**src/aesgcm_pkg.sv**
```systemverilog
`default_nettype none
// ----------------------------------------------------------------------------
// aesgcm_pkg
// Shared types and constants of the AES-GCM stream engine: word formats,
// item kinds, register indexes and the controller to datapath command set.
// ----------------------------------------------------------------------------
package aesgcm_pkg;

  // item kinds
  localparam logic [2:0] KIND_KEY  = 3'd0;
  localparam logic [2:0] KIND_IV   = 3'd1;
  localparam logic [2:0] KIND_AAD  = 3'd2;
  localparam logic [2:0] KIND_TEXT = 3'd3;
  localparam logic [2:0] KIND_FIN  = 3'd4;

  // configuration register indexes
  localparam logic [1:0] CFG_DECRYPT = 2'd0;
  localparam logic [1:0] CFG_ROUNDS  = 2'd1;
  localparam logic [1:0] CFG_TAGLEN  = 2'd2;

  localparam logic [3:0] MIN_ROUNDS = 4'd10;

  // GHASH multiplier: four operand bits a cycle
  localparam int          GhStepBits = 4;
  localparam logic [4:0]  GH_LAST_STEP = 5'd31;

  typedef struct packed {
    logic [2:0]  kind;
    logic [63:0] word_hi;
    logic [63:0] word_lo;
    logic [3:0]  key_index;
    logic [4:0]  chunk_bytes;
    logic        last_chunk;
  } in_word_t;

  typedef struct packed {
    logic [63:0] out_hi;
    logic [63:0] out_lo;
    logic [4:0]  out_bytes;
    logic        is_tag;
    logic        tag_ok;
  } out_word_t;

  typedef enum logic [1:0] {
    AES_ZERO,
    AES_CTR,
    AES_J0
  } aes_src_e;

  typedef enum logic [1:0] {
    GH_IN,
    GH_IVLEN,
    GH_LENS,
    GH_TEXT
  } gh_src_e;

  typedef struct packed {
    logic       in_load;
    logic       ram_we;
    logic [3:0] ram_raddr;
    logic       aes_load;
    aes_src_e   aes_src;
    logic       aes_round;
    logic       aes_final;
    logic       h_set;
    logic       txt_load;
    logic       gh_start;
    gh_src_e    gh_src;
    logic       gh_step;
    logic       gh_last;
    logic       iv_start;
    logic       iv_add;
    logic       aad_add;
    logic       txt_add;
    logic       ctr_inc;
    logic       iv_fin;
    logic       j0_from_acc;
    logic       res_load;
    logic       res_tag;
  } cmd_t;

  typedef struct packed {
    logic iv_is12;
  } stat_t;

endpackage
`default_nettype wire

```
**src/aesgcm_ctrl.sv**
```systemverilog
`default_nettype none
// ----------------------------------------------------------------------------
// aesgcm_ctrl
// Sequencer: configuration registers, message phase, round and GHASH step
// counters, and the command word that drives the datapath.
// ----------------------------------------------------------------------------
module aesgcm_ctrl import aesgcm_pkg::*; #(
  parameter int ROUND_KEY_SLOTS = 15
) (
  input  wire logic       clk_i,
  input  wire logic       rst_ni,
  input  wire logic       in_valid_i,
  output logic            in_ready_o,
  input  wire in_word_t   in_word_i,
  output logic            out_valid_o,
  input  wire logic       out_ready_i,
  input  wire logic       cfg_valid_i,
  output logic            cfg_ready_o,
  input  wire logic [1:0] cfg_index_i,
  input  wire logic [4:0] cfg_data_i,
  input  wire stat_t      stat_i,
  output cmd_t            cmd_o,
  output logic            decrypt_o,
  output logic [4:0]      tag_bytes_o
);

  typedef enum logic [2:0] {
    S_IDLE, S_AES_RD, S_AES_RUN, S_AES_END, S_GH_LD, S_GH_RUN, S_IV_FIN, S_EMIT
  } state_e;

  typedef enum logic [2:0] {
    PH_IDLE, PH_IV, PH_AAD, PH_TEXT, PH_DONE
  } phase_e;

  state_e     state_q, state_d;
  phase_e     phase_q, phase_d;
  logic [2:0] kind_q, kind_d;
  logic       last_q, last_d;
  logic       lenpass_q, lenpass_d;
  logic [3:0] rnd_q, rnd_d;
  logic [4:0] ghc_q, ghc_d;
  aes_src_e   aes_src_q, aes_src_d;
  gh_src_e    gh_src_q, gh_src_d;
  logic       out_valid_q, out_valid_d;
  logic       decrypt_q;
  logic [3:0] rounds_q;
  logic [4:0] tag_bytes_q;
  logic [3:0] eff_rounds;
  logic       accept;

  assign cfg_ready_o = 1'b1;
  assign in_ready_o  = (state_q == S_IDLE);
  assign out_valid_o = out_valid_q;
  assign decrypt_o   = decrypt_q;
  assign tag_bytes_o = tag_bytes_q;
  assign accept      = in_valid_i & in_ready_o;

  always_comb begin
    if (rounds_q < MIN_ROUNDS) begin
      eff_rounds = MIN_ROUNDS;
    end else if (rounds_q > 4'(ROUND_KEY_SLOTS - 1)) begin
      eff_rounds = 4'(ROUND_KEY_SLOTS - 1);
    end else begin
      eff_rounds = rounds_q;
    end
  end

  always_comb begin
    state_d     = state_q;
    phase_d     = phase_q;
    kind_d      = kind_q;
    last_d      = last_q;
    lenpass_d   = lenpass_q;
    rnd_d       = rnd_q;
    ghc_d       = ghc_q;
    aes_src_d   = aes_src_q;
    gh_src_d    = gh_src_q;
    out_valid_d = out_valid_q & ~out_ready_i;
    cmd_o       = '0;
    cmd_o.aes_src = aes_src_q;
    cmd_o.gh_src  = gh_src_q;

    case (state_q)
      S_IDLE: begin
        if (accept) begin
          cmd_o.in_load = 1'b1;
          kind_d    = in_word_i.kind;
          last_d    = in_word_i.last_chunk;
          lenpass_d = 1'b0;
          gh_src_d  = GH_IN;
          case (in_word_i.kind)
            KIND_KEY: begin
              if (in_word_i.key_index < 4'(ROUND_KEY_SLOTS)) begin
                cmd_o.ram_we = 1'b1;
                if (in_word_i.key_index == eff_rounds) begin
                  aes_src_d = AES_ZERO;
                  state_d   = S_AES_RD;
                end
              end
            end
            KIND_IV: begin
              if (phase_q == PH_IDLE || phase_q == PH_IV) begin
                cmd_o.iv_start = (phase_q == PH_IDLE);
                cmd_o.iv_add   = 1'b1;
                phase_d = in_word_i.last_chunk ? PH_AAD : PH_IV;
                state_d = S_GH_LD;
              end
            end
            KIND_AAD: begin
              if (phase_q == PH_AAD) begin
                cmd_o.aad_add = 1'b1;
                if (in_word_i.last_chunk) begin
                  phase_d = PH_TEXT;
                end
                state_d = S_GH_LD;
              end
            end
            KIND_TEXT: begin
              if (phase_q == PH_AAD || phase_q == PH_TEXT) begin
                cmd_o.ctr_inc = 1'b1;
                cmd_o.txt_add = 1'b1;
                phase_d   = in_word_i.last_chunk ? PH_DONE : PH_TEXT;
                aes_src_d = AES_CTR;
                state_d   = S_AES_RD;
              end
            end
            KIND_FIN: begin
              if (phase_q inside {PH_AAD, PH_TEXT, PH_DONE}) begin
                phase_d  = PH_IDLE;
                gh_src_d = GH_LENS;
                state_d  = S_GH_LD;
              end
            end
            default: begin
              // drop unknown kinds
            end
          endcase
        end
      end

      S_AES_RD: begin
        cmd_o.ram_raddr = 4'd0;
        rnd_d   = 4'd0;
        state_d = S_AES_RUN;
      end

      S_AES_RUN: begin
        cmd_o.ram_raddr = (rnd_q == eff_rounds) ? 4'd0 : rnd_q + 4'd1;
        if (rnd_q == 4'd0) begin
          cmd_o.aes_load = 1'b1;
        end else begin
          cmd_o.aes_round = 1'b1;
          cmd_o.aes_final = (rnd_q == eff_rounds);
        end
        if (rnd_q == eff_rounds) begin
          state_d = S_AES_END;
        end else begin
          rnd_d = rnd_q + 4'd1;
        end
      end

      S_AES_END: begin
        case (kind_q)
          KIND_KEY: begin
            cmd_o.h_set = 1'b1;
            state_d = S_IDLE;
          end
          KIND_TEXT: begin
            cmd_o.txt_load = 1'b1;
            gh_src_d = GH_TEXT;
            state_d  = S_GH_LD;
          end
          default: begin
            state_d = S_EMIT;
          end
        endcase
      end

      S_GH_LD: begin
        cmd_o.gh_start = 1'b1;
        ghc_d   = 5'd0;
        state_d = S_GH_RUN;
      end

      S_GH_RUN: begin
        cmd_o.gh_step = 1'b1;
        cmd_o.gh_last = (ghc_q == GH_LAST_STEP);
        ghc_d = ghc_q + 5'd1;
        if (ghc_q == GH_LAST_STEP) begin
          case (kind_q)
            KIND_IV: begin
              if (!last_q) begin
                state_d = S_IDLE;
              end else if (lenpass_q) begin
                // length block folded in: mark the pass as done
                gh_src_d = GH_IN;
                state_d  = S_IV_FIN;
              end else begin
                lenpass_d = 1'b1;
                gh_src_d  = GH_IVLEN;
                state_d   = S_IV_FIN;
              end
            end
            KIND_TEXT: begin
              state_d = S_EMIT;
            end
            KIND_FIN: begin
              aes_src_d = AES_J0;
              state_d   = S_AES_RD;
            end
            default: begin
              state_d = S_IDLE;
            end
          endcase
        end
      end

      S_IV_FIN: begin
        // first visit after the data pass with a non-12-byte IV: hash length
        if (lenpass_q && (gh_src_q == GH_IVLEN) && !stat_i.iv_is12) begin
          state_d  = S_GH_LD;
          cmd_o.gh_src = GH_IVLEN;
        end else begin
          cmd_o.iv_fin      = 1'b1;
          cmd_o.j0_from_acc = !stat_i.iv_is12;
          state_d = S_IDLE;
        end
      end

      S_EMIT: begin
        if (!out_valid_q || out_ready_i) begin
          cmd_o.res_load = 1'b1;
          cmd_o.res_tag  = (kind_q == KIND_FIN);
          out_valid_d = 1'b1;
          state_d     = S_IDLE;
        end
      end

      default: begin
        state_d = S_IDLE;
      end
    endcase

    if (state_q == S_GH_LD) begin
      cmd_o.gh_src = gh_src_q;
    end
  end

  always_ff @(posedge clk_i or negedge rst_ni) begin
    if (!rst_ni) begin
      state_q     <= S_IDLE;
      phase_q     <= PH_IDLE;
      kind_q      <= KIND_KEY;
      last_q      <= 1'b0;
      lenpass_q   <= 1'b0;
      rnd_q       <= '0;
      ghc_q       <= '0;
      aes_src_q   <= AES_ZERO;
      gh_src_q    <= GH_IN;
      out_valid_q <= 1'b0;
      decrypt_q   <= 1'b0;
      rounds_q    <= MIN_ROUNDS;
      tag_bytes_q <= 5'd16;
    end else begin
      state_q     <= state_d;
      phase_q     <= phase_d;
      kind_q      <= kind_d;
      last_q      <= last_d;
      lenpass_q   <= lenpass_d;
      rnd_q       <= rnd_d;
      ghc_q       <= ghc_d;
      aes_src_q   <= aes_src_d;
      gh_src_q    <= gh_src_d;
      out_valid_q <= out_valid_d;
      if (cfg_valid_i) begin
        case (cfg_index_i)
          CFG_DECRYPT: decrypt_q   <= cfg_data_i[0];
          CFG_ROUNDS:  rounds_q    <= cfg_data_i[3:0];
          CFG_TAGLEN:  tag_bytes_q <= cfg_data_i;
          default: begin
          end
        endcase
      end
    end
  end

endmodule
`default_nettype wire

```
**config.mk**
```make
export PLATFORM = sky130hd
export DESIGN_NAME = aesgcm_ctrl
export DESIGN_NICKNAME = d
export VERILOG_FILES = /design/src/aesgcm_pkg.sv /design/src/aesgcm_ctrl.sv
export SDC_FILE = /design/constraint.sdc
export NUM_CORES = 1
export LEC_CHECK = 0
export ABC_AREA = 1
export BUFFER_PORTS_ARGS = -buffer_cell sky130_fd_sc_hd__buf_2
export CORE_ASPECT_RATIO = 1.25
export CORE_MARGIN = 10
export CORE_UTILIZATION = 40
export CTS_CLUSTER_DIAMETER = 40
export DETAILED_ROUTE_END_ITERATION = 7
export PLACE_DENSITY = 0.93
export SLEW_MARGIN = 40
export SYNTH_ARGS = -nofsm -noshare
export SYNTH_HDL_FRONTEND = slang
export SYNTH_SLANG_ARGS = --single-unit
```
**constraint.sdc**
```tcl
create_clock -name clk_i -period 2 [get_ports clk_i]
set_clock_uncertainty 0.05 [all_clocks]
set_input_delay 0.4 -clock clk_i [delete_from_list [all_inputs] [get_ports clk_i]]
set_output_delay 0.4 -clock clk_i [all_outputs]
set_load 0.02 [all_outputs]
```
Word level (Yosys, flattened, before mapping)
Cells that the tools add are included.
W data, S select, Z words.
{"block": "word_totals", "reg_bits": 35, "inputBits": 154, "output_inout_bits": 36, "elab_cells": 179}
{"block": "op_classes", "addsub": 2, "n_lt_le_gt_ge": 3, "eq_ne": 46, "mux": 83, "bitwise_logic": 3, "reduce_logical": 29}
{"operator": "$mux W2", "n": 31}
{"operator": "$mux W3", "n": 18}
{"operator": "$ne A2 B2 Y1 const B", "n": 12}
{"operator": "$pmux W3 S8", "n": 1}
{"operator": "$eq A3 B2 Y1 const B", "n": 7}
{"operator": "$eq A3 B3 Y1 const B", "n": 7}
{"operator": "$mux W4", "n": 5}
{"operator": "$ne A3 B3 Y1 const B", "n": 6}
{"operator": "$mux W1", "n": 16}
{"operator": "$reduce_and A8 Y1", "n": 2}
{"operator": "$pmux W3 S5", "n": 1}
{"operator": "$eq A3 B1 Y1 const B", "n": 4}
{"operator": "$logic_not A3 Y1", "n": 4}
{"operator": "$pmux W3 S4", "n": 1}
{"operator": "$reduce_and A11 Y1", "n": 1}
{"operator": "$mux W5", "n": 2}
{"operator": "$pmux W5 S2", "n": 1}
{"operator": "$reduce_and A2 Y1", "n": 5}
{"operator": "$pmux W3 S3", "n": 1}
{"operator": "$eq A4 B4 Y1", "n": 2}
{"operator": "$lt A4 B4 Y1 const B", "n": 2}
{"operator": "$pmux W2 S2", "n": 2}
{"operator": "$pmux W4 S2", "n": 1}
{"operator": "$ne A6 B1 Y1 const B", "n": 1}
{"operator": "23 further kinds", "n": 33}

Logic depth before layout (Yosys ltp)
Gate-level depths: netlist of the first run.
{"block": "logic_depth", "ltp_word": 9, "ltp_mapped": 13, "depth_no_buf": 13}

Worst setup path after synthesis of the first run
No wires, ideal clock.
{"block": "synth_timing", "kind": "reg2out", "startpoint": "reg state_q[0]", "endpoint": "out cmd_o[5] in the netlist's numbering", "t_arrival_ns": 1.708, "t_required_ns": 1.550, "slack_ns": -0.158, "stages_incl_launch_ff": 7, "n_path_buf": 1, "cell_sequence": "dfrtp_1 -> inv_2 -> nand2_4 -> nor2_8 -> nand2_4 -> nor3_1 -> buf_4"}
{"item": "start, declared", "line": "aesgcm_ctrl.sv:35", "source": "state_e state_q, state_d;"}
{"item": "start signal, assigned", "line": "aesgcm_ctrl.sv:265", "source": "state_q <= state_d;"}
{"item": "end, declared", "line": "aesgcm_ctrl.sv:22", "source": "output cmd_t cmd_o,"}

==> run metrics, run 1 <==
combinational share of power=55.4%; Crit path largest cell delay=590 ps; largest net degree at the start of global routing=36; Leakage=about 0.0017 µW; IO Pins=190; Cells after Synth=between 300 and 400; Row Count=31; EDFF count, synth=0; synth top area cells=dfrtp_1 34%, nand2_1 13%, inv_1 6.2%; First-pass DRT Iterations=4; share of cells above drive strength 1=41.7%; average wire per standard cell=14.8 µm; CP top delay family=simple AND/OR/NAND/NOR gates; Mapped Area=2360 µm²; post-route ant nets=0; CP startpoint=rounds_q[3]; drc violations=0; CORE AREA=~5800 µm²; crit-path max FO=6; count leader, synth=nand2_1; Sink Count=35; placed insts=450; Slowest cell on crit path=dfstp_2; CP Class=flop to output pin; Global Route Usage Sum=14.6%; Startpoint Class=flop; Synth Register Bits=35; Port Buf Inserts=55; CP cell instances=buf_12 > nand2_4 > nand2_2 > nand3_2 > nor2_2 > nand2_2 > nand2_4 > nor2_4 > buf_6; worst setup margin=-174 ps; outcome=complete, but fails checks; Mapped Nets=491; Die Ht=106 µm; post-synth top area share=33.9%; Critical path buffers and inverters=2; WL final=7160 µm; Fill cells=around 500; WP data arrival=1720 ps; Layout area overhead=39.6%; Int Power=2230 µW; final setup fails=6; initial drt markers=168; minimum clock period=2170 ps; Register Area=883 µm²; DR vias=2504; critical path capture point type=output pin; maximum vdd drop=0.555 mV; starting density of the core=40.9%; switching part of the total power=44.6%; pre-CTS setup slack=37.5 ps; fmax=about 460 MHz; PwrDens=approximately 1200 nW/µm²; TNS Setup=-830 ps; post-synthesis cell type count=39; post-DR vias/cell=5.18; Worst Hold Class=primary input to async pin; pins over their slew limit=0; synthesized area per cell=7.10 µm²; Die Wd=88.8 µm; final non-filler cell total=483; Max Cap Viol=0; area of the multi-input gates=1400 µm²; Seq/Total Area, Yosys=37.2%; leading post-synthesis cells by instance count=83 x nand2_1, 39 x inv_1, 32 x dfrtp_1; htree depth=2; Critical Path RT=1550 ps; Worst-path clk slew=70 ps; initial antenna violation count=0; failing checks=negative setup slack; RSZ-0062 raised after global routing=true; WHS=approximately 92 ps; switching power total=1790 µW; CTS Buffer Depth=2; fin util=57.1%; Routability Congestion=0.897; CTS Hold Buffers Added=0; die area=9410 µm²; Num CTS Buffers=5; vias in the first global route=~2500; clock power share=16.4%; fin crit share=109%; ys async rst share=100%; # diodes=0; sequential power share=approximately 28%; Post-synth top flop=dfrtp_1; yosys warns=0; nets=574; HPWL after DPL=4930 µm; clock root buffer master=clkbuf_8; final hold vios=0; first-pass GRT wire length=11200 µm; CTS tree=done; r2r startpoint=rounds_q[3]; GR Overflow Total=0; cell taking the most area after synthesis=dfrtp_1; clk_lat worst skew=290 ps
[metal layers]
metal	track usage (%)	vias to the layer above	share of wire (%)
li1	-	1237	-
met1	14.9	1166	37
met2	26.7	85	53
met3	2.90	16	6.1
met4	8.10	0	3.1
met5	0	-	0
[power groups by stage]
| stage | clock, µW | sequential (µW) | combinational (µW) |
|---|---|---|---|
| after floorplan | 0 | 1100 | 1260 |
| after global placement | 0 | 1130 | 1610 |
| after detailed placement | 0 | 1140 | 1660 |
| after CTS | 675 | 1110 | 2000 |
| after global routing | 701 | 1170 | 2470 |
| final | 661 | 1130 | 2230 |
[final cells by class]
cell class	instances	area share, %
multi-input cells	234	42.3
flip-flops and latches	35	26.8
repair buffers	86	18.6
inverters	54	6.29
clock buffers	6	2.50
well taps	66	2.50
clock inverters	2	1.06
[state kept, by name, summed over array words and instances, names as in the netlist, 2 cells and up]
signal,cells
aes_src_q,2
gh_src_q,2
ghc_q,5
kind_q,3
phase_q,3
rnd_q,4
rounds_q,4
state_q,3
tag_bytes_o,5
[through the flow]
stage,total power (µW),area [µm²]
2_1_floorplan,2360,2380
3_3_place_gp,2730,2720
3_5_place_dp,2810,2720
4_1_cts,3780,3090
5_1_grt,4330,3300
6_report,4020,3300
[final timing paths]
check,end,slack (ps),depth (start not counted)
worst max register to register,state_q[1],140,13
worst min register to register,aes_src_q[0],420,2
worst max-delay path,cmd_o[21],-170,9
max in group asynchronous,state_q[2],1450,2
min in group clk_i,out_valid_o,280,2
worst min-delay path,gh_src_q[0],90,2
[placed cells by master, fill, tap and decap left out, types with 2 or more instances in the layout]
cell      count
a21oi_1       8
a21oi_2       3
buf_12        2
buf_2        37
buf_4        37
buf_6        10
clkbuf_8      6
dfrtp_1      29
dfrtp_2       3
dfstp_2       3
ha_1          2
ha_2          2
inv_1        36
inv_2        16
inv_4         2
nand2_1      76
nand2_2       9
nand2_4       3
nand3_1      26
nand3_2       4
nand3_4       2
nand4_1       7
nor2_1       19
nor2_2       10
nor2_4        4
nor3_1        6
nor3_2        5
nor3_4        4
o21ai_0      21
o21ai_1       5
o21ai_2       2
o22ai_1       2
[logic make-up after synthesis]
kind of cell	share of synthesized area, %
fa+ha+maj	2.12
buf+inv	11.3
mux	0.476
flops	37.2
other cells	0.159
xor+xnor	0.741
compound gates	11.2
simple gates	36.8
[repair_timing]
| action | in CTS | in global routing |
|---|---|---|
| endpoints found under the setup margin | 19 | 20 |
| setup buffers | 20 | 5 |
| pin swaps | 7 | 15 |
| gates resized for setup | 23 | 51 |
Power figures use the tool's default switching activity.
==> run 2, diff against run 1 <==
==> constraint.sdc (replaced) <==
create_clock -name clk_i -period 2 [get_ports clk_i]
set_clock_uncertainty 0.05 [all_clocks]
set_input_delay 0.2 -clock clk_i [delete_from_list [all_inputs] [get_ports clk_i]]
set_output_delay 0.2 -clock clk_i [all_outputs]
set_load 0.02 [all_outputs]
==> run 2 against run 1 <==
  * Wire length shrank 10%
  * Setup slack gained 190 ps
  * Largest cell class unchanged
  * Critical path type unchanged
  * Register-to-register slack gained 50 ps
  * Sequential cell count is the same
  * The flow now finishes without violations
==> run metrics, run 2 (synthesized netlist as in run 1, its figures left out) <==
outcome=complete, no violations; Design Power=3630 µW (-9.7%); Design Area, Final=2960 µm² (-10%); pins over their slew limit=0 (unchanged); post-place instance area=2670 µm² (-2.0%); clk_lat worst skew=290 ps (about the same); initial antenna violation count=0 (unchanged); Routability Congestion=0.888 (-1.0%); CP Class=flop to output pin; DR vias=2399 (-4.2%); htree depth=2 (unchanged); post-route ant nets=0 (unchanged); crit-path max FO=7 (+1); Critical Path RT=1750 ps (+200 ps); Startpoint Class=flop; Critical path buffers and inverters=2 (unchanged); Crit path largest cell delay=620 ps (+30 ps); WL final=6430 µm (-10%); CP top delay family=simple AND/OR/NAND/NOR gates; maximum vdd drop=0.609 mV (+9.7%); IO Pins=190 (unchanged); critical path capture point type=output pin; Max Cap Viol=0 (unchanged); PwrDens=1230 nW/µm² (+0.70%); Worst-path clk slew=80 ps (about the same); r2r startpoint=rounds_q[3]; first-pass GRT wire length=10400 µm (-6.4%); CP cell instances=nand2_2 > inv_2 > nand3_2 > nand2_1 > nand2_1 > nand2_2 > nand2_4 > nor2_4 > buf_6; die area=9410 µm² (unchanged); most frequent cells in the layout=81 x nand2_1, 48 x buf_2, 39 x inv_1; CTS Buffer Depth=2 (unchanged); post-DR vias/cell=5.19 (+0.16%); final hold vios=0 (unchanged); drc violations=0 (unchanged); pre-CTS setup slack=179 ps (+141 ps); flop2flop setup slack=190 ps (+50 ps); Worst Hold Class=primary input to flop; Die Wd=88.8 µm (unchanged); fmax=505 MHz (+9.8%); Layout area overhead=25.2%; Port Buf Inserts=55 (unchanged); Setup crit end=cmd_o[21]; Worst R2R End=state_q[1]; CP startpoint=rounds_q[3]; vias in the first global route=2401 (-4.9%); most common cell after layout, fill and taps aside=nand2_1; initial drt markers=86 (-49%); average wire per standard cell=13.9 µm (-6.2%); Leakage=0.00157 µW (-7.4%); Fill cells=537 (+7.0%); largest net degree at the start of global routing=36 (unchanged); GR Overflow Total=0 (unchanged); Row Count=31 (unchanged); CTS tree=done; final setup fails=0 (-6); fin crit share=99.0% (-9.7 points); Slowest cell on crit path=dfstp_2; R2R cell count=12 (-1); share of cells above drive strength 1=32.8% (-8.9 points); WP data arrival=1730 ps (about the same); clock root buffer master=clkbuf_8; nets=553 (-3.7%); # diodes=0 (unchanged); Num CTS Buffers=5 (unchanged); minimum clock period=1980 ps (-193 ps); critical path depth=9 (unchanged); Global Route Usage Sum=13.4% (-1.3 points); Sink Count=35 (unchanged); CORE AREA=5780 µm² (unchanged); starting density of the core=40.9% (unchanged); HPWL after DPL=4850 µm (-1.6%); Die Ht=106 µm (unchanged); worst setup margin=19.4 ps (+193 ps); RSZ-0062 raised after global routing=true; First-pass DRT Iterations=4 (unchanged)
run 2: cell types whose count changed in the layout (fill, tap and decap cells not counted), sizes merged:
cell         change
buf             -22
dlygate4sd3      +1
run 2: power by group:
group	leakage [µW]	internal, µW	switching, µW
clock	0.0000612	403	259
combinational	0.00107	645	1160
sequential	0.000444	926	238
total	0.00157	1970	1660
run 2: per-layer routing:
| layer | vias to the layer above | routed length (µm) | track usage [%] |
|---|---|---|---|
| li1 | 1188 | - | - |
| met1 | 1118 | 2560 | 14.7 |
| met2 | 72 | 3200 | 23.2 |
| met3 | 21 | 415 | 2.83 |
| met4 | 0 | 253 | 6.94 |
| met5 | - | 0 | 0 |
run 2: area by class of cell:
type                    count  area (µm²)  share of cell area (%)
clock buffers               6        82.6                    2.79
clock inverters             2        35.0                    1.18
multi-input cells         234        1280                    43.4
well taps                  66        82.6                    2.79
inverters                  54         208                    7.01
repair buffers             65         385                    13.0
flip-flops and latches     35         883                    29.8
run 2: repair_timing:
action / in CTS / in global routing
hold endpoints to repair: 32 / 0
pin swaps: 0 / 4
endpoints found under the setup margin: 5 / 13
hold buffers: 1 / 0
buffers inserted: 1 / 7
gates resized for setup: 5 / 25
run 2: worst min-delay path by stage:
stage	start	endpoint	slack (ps)	depth (start not counted)
floorplan	rst_ni	aes_src_q[0]	-150	0
global placement	rst_ni	out_valid_o	270	1
detailed placement	rst_ni	out_valid_o	280	1
CTS	out_ready_i	out_valid_o	50	2
global route	out_ready_i	out_valid_o	50	2
finish	out_ready_i	out_valid_o	50	2
run 2: through the flow:
step	instances	setup TNS (ps)	hold WS (ps)	utilization (%)
2_1_floorplan	333	0	-146	-
3_3_place_gp	445	0	272	46.1
3_5_place_dp	445	0	277	46.1
4_1_cts	455	0	45.9	48.7
5_1_grt	462	-292	52.7	51.2
6_report	462	0	47.8	51.2
run 2: worst register-to-register path, delay by kind of cell (launching register included):
family	cells	cell delay, ps
buffers and inverters	2	170
flip-flops	1	620
AND/OR/NAND/NOR	10	870
